$ cat src/hw/rtl/sacl_pkg.sv
package sacl_pkg;

   // fixed field widths
   localparam int ADDR_W     = 48;
   localparam int TAG_W      = 48;
   localparam int AGE_W      = 64;
   localparam int CNT_W      = 32;
   localparam int REQ_W      = 2;
   localparam int CSR_IDX_W  = 2;
   localparam int CSR_DATA_W = 6;

   // default geometry
   localparam int NUM_WAYS_DEF     = 4;
   localparam int MAX_SET_BITS_DEF = 6;

   // age value of a freshly filled line, and the bit set on a hit
   localparam logic [AGE_W-1:0] AGE_TOP = {1'b1, {(AGE_W-1){1'b0}}};

   // access kinds
   localparam logic [REQ_W-1:0] REQ_LOAD   = 2'd0;
   localparam logic [REQ_W-1:0] REQ_STORE  = 2'd1;
   localparam logic [REQ_W-1:0] REQ_MODIFY = 2'd2;
   localparam logic [REQ_W-1:0] REQ_UNUSED = 2'd3;

   // control register indexes
   localparam logic [CSR_IDX_W-1:0] CSR_SET_BITS   = 2'd0;
   localparam logic [CSR_IDX_W-1:0] CSR_BLOCK_BITS = 2'd1;
   localparam logic [CSR_IDX_W-1:0] CSR_WAYS       = 2'd2;

   // control register reset values
   localparam logic [2:0] SET_BITS_RST   = 3'd4;
   localparam logic [5:0] BLOCK_BITS_RST = 6'd4;
   localparam logic [2:0] WAYS_RST       = 3'd4;

   // one way of a set
   typedef struct packed {
      logic             valid;
      logic [TAG_W-1:0] tag;
      logic [AGE_W-1:0] age;
   } sacl_line_type;

   localparam int LINE_W = 1 + TAG_W + AGE_W;

   // lookup outcome handed from the set update logic to the control
   typedef struct packed {
      logic hit;
      logic miss;
      logic evict;
   } sacl_status_type;

endpackage

$ cat src/hw/rtl/sacl_set_update.sv
module sacl_set_update #(
   parameter int NUM_WAYS = 4,
   parameter int WAY_W    = 2,
   parameter int WCNT_W   = 3
) (
   input  sacl_pkg::sacl_line_type [NUM_WAYS-1:0] lines_in,
   input  logic [sacl_pkg::TAG_W-1:0]             tag_in,
   input  logic [WCNT_W-1:0]                      ways_in,
   output sacl_pkg::sacl_line_type [NUM_WAYS-1:0] lines_out,
   output sacl_pkg::sacl_status_type              status
);

   localparam int LEAVES = 2 ** $clog2(NUM_WAYS);
   localparam int NODES  = 2 * LEAVES - 1;

   logic [NUM_WAYS-1:0]           in_use;
   logic [NUM_WAYS-1:0]           match;
   logic [NUM_WAYS-1:0]           free;
   sacl_pkg::sacl_line_type [NUM_WAYS-1:0] aged;
   logic                          any_hit;
   logic                          any_free;
   logic [WAY_W-1:0]              first_free;
   logic [WAY_W-1:0]              victim;

   logic [sacl_pkg::AGE_W-1:0]    node_age [NODES];
   logic [WAY_W-1:0]              node_idx [NODES];
   logic                          node_act [NODES];

   // age every live way, mark matching ones
   always_comb begin
      for (int w = 0; w < NUM_WAYS; w++) begin
         in_use[w] = WCNT_W'(w) < ways_in;
         match[w]  = in_use[w] && lines_in[w].valid && (lines_in[w].tag == tag_in);
         free[w]   = in_use[w] && !lines_in[w].valid;
         aged[w]   = lines_in[w];
         if (in_use[w] && lines_in[w].valid) begin
            aged[w].age = (lines_in[w].age >> 1) | (match[w] ? sacl_pkg::AGE_TOP : '0);
         end
      end
   end

   assign any_hit  = |match;
   assign any_free = |free;

   // lowest free way
   always_comb begin
      first_free = '0;
      for (int w = NUM_WAYS - 1; w >= 0; w--) begin
         if (free[w]) begin
            first_free = WAY_W'(w);
         end
      end
   end

   // minimum age tree, lower index wins ties
   for (genvar i = 0; i < LEAVES; i++) begin : g_leaf
      if (i < NUM_WAYS) begin : g_way
         assign node_age[LEAVES-1+i] = aged[i].age;
         assign node_act[LEAVES-1+i] = in_use[i];
      end else begin : g_pad
         assign node_age[LEAVES-1+i] = '0;
         assign node_act[LEAVES-1+i] = 1'b0;
      end
      assign node_idx[LEAVES-1+i] = WAY_W'(i);
   end

   for (genvar k = 0; k < LEAVES - 1; k++) begin : g_node
      logic take_left;
      assign take_left = node_act[2*k+1] &&
                         (!node_act[2*k+2] || (node_age[2*k+1] <= node_age[2*k+2]));
      assign node_age[k] = take_left ? node_age[2*k+1] : node_age[2*k+2];
      assign node_idx[k] = take_left ? node_idx[2*k+1] : node_idx[2*k+2];
      assign node_act[k] = node_act[2*k+1] || node_act[2*k+2];
   end

   assign victim = any_free ? first_free : node_idx[0];

   // fill the victim on a miss
   always_comb begin
      lines_out = aged;
      if (!any_hit) begin
         lines_out[victim].valid = 1'b1;
         lines_out[victim].tag   = tag_in;
         lines_out[victim].age   = sacl_pkg::AGE_TOP;
      end
   end

   assign status.hit   = any_hit;
   assign status.miss  = !any_hit;
   assign status.evict = !any_hit && !any_free;

endmodule

$ cat config.mk
export PLATFORM = sky130hd
export DESIGN_NAME = sacl_set_update
export DESIGN_NICKNAME = d
export VERILOG_FILES = /design/src/hw/rtl/sacl_pkg.sv /design/src/hw/rtl/sacl_set_update.sv
export SDC_FILE = /design/constraint.sdc
export NUM_CORES = 1
export LEC_CHECK = 0
export BUFFER_PORTS_ARGS = -buffer_cell sky130_fd_sc_hd__buf_2
export CAP_MARGIN = 20
export CORE_AREA = 4 4 373 375
export DETAILED_ROUTE_END_ITERATION = 8
export DIE_AREA = 0 0 377 379
export PLACE_DENSITY = 0.37
export SLEW_MARGIN = 20
export SYNTH_ARGS = -nofsm -noshare
export SYNTH_HDL_FRONTEND = slang
export SYNTH_SLANG_ARGS = --single-unit
$ cat constraint.sdc
create_clock -name vclk -period 11.07
set_input_delay 1.107 -clock vclk [all_inputs]
set_output_delay 1.107 -clock vclk [all_outputs]
set_load 0.02 [all_outputs]
Word-level counts from Yosys, hierarchy flattened
Index checks and enable logic that the tools add are counted.

Bits in registers: 0. Input port bits: 503. Output and inout bits: 455. Logic and storage cells: 78.

Magnitude comparators: 9. Eq/ne operators: 4. Multiplexer cells: 28. Bitwise logic cells: 4. Reduce and logical (&&, ||, !) cells: 33.

Operator list (count): $bwmux 452 (3); $mux 64 (11); $demux 113 s2 (3); $mux 452 (1); $or 63x64->64 (4); $eq 48x48->1 (4); $le 64x64->1 (3); $mux 113 (1); $mux 112 (1); $logic_and 1x1->1 (17); $mux 2 (6); $logic_not 1->1 (9); $reduce_or 4->1 (2); $lt 1x3->1 const A (2); $lt 2x3->1 const A (2); $logic_or 1x1->1 (5); $lt 2x3->1 const B (1); $ge 2x1->1 const B (1); $mux 1 (2).

Longest topological paths before layout
Depth after elaboration: 23. Gate-level depth with buffers: 33. Mapped depth without buffers: 27.

Least setup slack after synthesis
Ideal clock, no wire load.

Path type: in2out. Start point: input port ways_in[2]. End point: output port lines_out[177] (netlist bit). Arrival time: 7.910 ns. Data required time: 9.963 ns. Slack: 2.053 ns. Cell stages on the path: 29. Buffers on the path: 6. Cells stage by stage: buf_2 or3_1 nand2_1 clkbuf_1 clkbuf_1 mux2i_1 inv_1 ha_1 a2111oi_0 o221ai_1 o2111ai_1 o211ai_1 and2_1 o31a_1 nor2_1 buf_2 buf_1 mux2i_1 ha_1 nand4_1 nor4_1 nand3_1 o311ai_0 o21bai_1 and2_1 a21oi_1 a211oi_2 buf_2 mux2_2.

RTL lines: start, declared (line sacl_set_update.sv:8) `input logic [WCNT_W-1:0] ways_in,`; end, declared (line sacl_set_update.sv:9) `output sacl_pkg::sacl_line_type [NUM_WAYS-1:0] lines_out,`.

==> key figures <==
Power and ir drop
  – Peak VDD IR: roughly 28 uV
  – P_sw: roughly 1300 uW
  – Clock share of power: 0
  – Pwr dens: 87.0 nW/um2
  – Leak: 0.0123 uW
  – Switching share of total power: 0.630
  – Final Power: approximately 2000 uW
  – Internal Power: ~750 uW
  – Comb power frac: 1.000
  – Reg power frac: 0

Final layout
  – Final net count: 3709
  – Cell area after layout: approximately 23000 um2
  – Finished Layout Cells: 4840
  – Seq. cell area: 0 um2
  – # clk buffers: 0
  – Final sequential cell count: 0
  – Synth-to-Final Area Change: 58.0%
  – Layout cells sized above 1: 0.469
  – Fin util: 0.172

Place
  – Gpl congestion: a little under 1
  – Post-place setup slack: -463 ps
  – Buffers on Ports: approximately 960
  – Placed Cells: between 4k and 5k
  – Placed inst area: about 23000 um2
  – DP HPWL: 139000 um

Die
  – Initial Utilization: 0.109
  – Top Ports: around 960
  – Row Count: 135
  – Die width: 377 um
  – Die area: around 140000 um2
  – Die height: between 300 and 400 um
  – CORE AREA: ~140000 um2

Worst hold path
  – Worst Hold Class: input port to output pin

Drt
  – M1 WL: slightly above 50000 um
  – Metal3 WL: 11600 um
  – Vias: ~19k
  – Final ANT Viol Nets: 0
  – Vias per inst: approximately 4
  – Drt wl/cell: 31.2 um
  – DRC: 0
  – Iter 0 DRT Violations: about 850
  – DR WL met2: 82700 um
  – Drt total wl: 151000 um
  – Router iterations before antenna repair: 5
  – Highest metal used: met5

Synth
  – Post-Synthesis Mean Instance Area: approximately 7.5 um2
  – Syn. warnings: 0
  – Seq/Total Area, Yosys: 0
  – Post-Syn Nets: ~2.7k
  – Post-Syn Instances: 1977
  – Commonest cells post-synth: 314 x mux2i_1, 282 x nor2_1, 192 x mux2_2
  – Yosys top cell area share: 0.213
  – Synth Cell Area: 14700 um2
  – Synth area leaders: mux2i_1 21%, ha_1 16%, mux2_2 15%
  – Unique masters post-synth: 65
  – Largest area contributor in the netlist: mux2i_1
  – Count leader, synth: mux2i_1

Clock network
  – # Post-CTS Setup Buffers: 0

Worst setup path
  – Required time of the critical path: around 10000 ps
  – CP Launch Type: input port
  – Setup Crit Path Kind: input port to output pin
  – Max Fanout on Critical Path: 15
  – WP data arrival: approximately 9800 ps
  – Critical Path End Type: output pin

Global route
  – First-pass GRT wire length: between 150000 and 200000 um
  – Largest net degree at the start of global routing: 66
  – Remaining global-route overflow: 0
  – Gr usage total: 0.199
  – Initial antenna violation count: about 140
  – Vias in the first global route: approximately 20k

Timing
  – RSZ-0062 raised after global routing: no
  – Setup ws final: 204 ps
  – Period minus WS final: approximately 11000 ps
  – Fmax: just over 0.09 GHz
  – Max-slew violations: 0
  – Slew @ Worst Pin: ~850 ps
  – Fin. Hold Viols: 0
  – Final setup fails: 0
  – Final period utilization: 0.982
  – Slew headroom: 0.431

Status
  – Status: complete, no violations

Run
  – Max-cap violations: 0
==> power by group through the flow <==
stage	clock network (uW)	registers [uW]	logic (uW)
2_1_floorplan	0	0	1090
3_3_place_gp	0	0	2070
3_5_place_dp	0	0	2070
4_1_cts	0	0	2090
5_1_grt	0.000134	0	2190
6_report	0.000551	0	2030
==> what timing repair did <==
item	4_1_cts	5_1_grt
hold buffers	0	0
gates resized for setup	18	8
pin swaps	1	3
endpoints found under the setup margin	452	322
cloned	2	0
hold endpoints to repair	0	0
==> stage by stage <==
step | hold WS (ps) | setup TNS (ps)
6_report | 2590 | 0
5_1_grt | 2610 | 0
4_1_cts | 2600 | 0
3_5_place_dp | 2600 | -112810
3_3_place_gp | 2600 | -172960
2_1_floorplan | 2360 | 0
==> cell families after synthesis <==
| logic type | synth area share |
|---|---|
| simple gates | 0.172 |
| mux | 0.362 |
| buf+inv | 0.0882 |
| compound gates | 0.100 |
| xor+xnor | 0.115 |
| fa+ha+maj | 0.163 |
==> layer usage <==
layer | vias up | global-route usage
met1 | 9094 | 0.188
met5 | - | 0
met2 | 742 | 0.401
li1 | 9160 | -
met4 | 102 | 0.0624
met3 | 224 | 0.0643
==> cell usage in the layout (no fill, tap or decap), drive strengths merged, types with 6 or more instances in the layout <==
cell / instances
nor2: 282
nor3: 11
xor2: 125
a21oi: 67
nand2: 106
mux2: 192
a21o: 16
xnor2: 68
o21a: 10
o21ai: 86
nor4: 44
o211ai: 8
nand3: 20
diode: 46
a211oi: 11
nand4: 64
ha: 191
or2: 6
mux2i: 315
inv: 137
buf: 1182
==> critical path: stages <==
cell,delay [ps]
buf_2,350
xor2_1,150
nor4_1,470
nand4_1,250
or4_1,560
nor3_2,300
a21oi_1,170
ha_1,370
nand2_1,80
nor2_1,40
a2111oi_0,590
o21ai_0,340
nor4_4,610
a31oi_2,430
o21ai_0,730
ha_1,370
nand4_1,100
nor4_1,50
buf_4,170
a2111o_1,520
o21bai_1,310
and2_1,190
a21oi_1,150
a211oi_4,380
buf_12,240
buf_12,170
mux2_2,350
buf_2,160
==> area by class of cell <==
| cell class | count | area (um2) |
|---|---|---|
| timing repair buffer | 1182 | 6800 |
| fill | 15800 | 112000 |
| antenna | 46 | 115 |
| inverter | 137 | 514 |
| multi-input combinational | 1694 | 13600 |
| tap | 1781 | 2230 |
==> final timing paths <==
path                       from        endpoint  slack, ps  cells past startpoint
setup / recovery     tag_in[30]  lines_out[445]        200                     28
hold / removal    lines_in[189]  lines_out[189]       2590                      3
(Power assumes the default switching activity.)
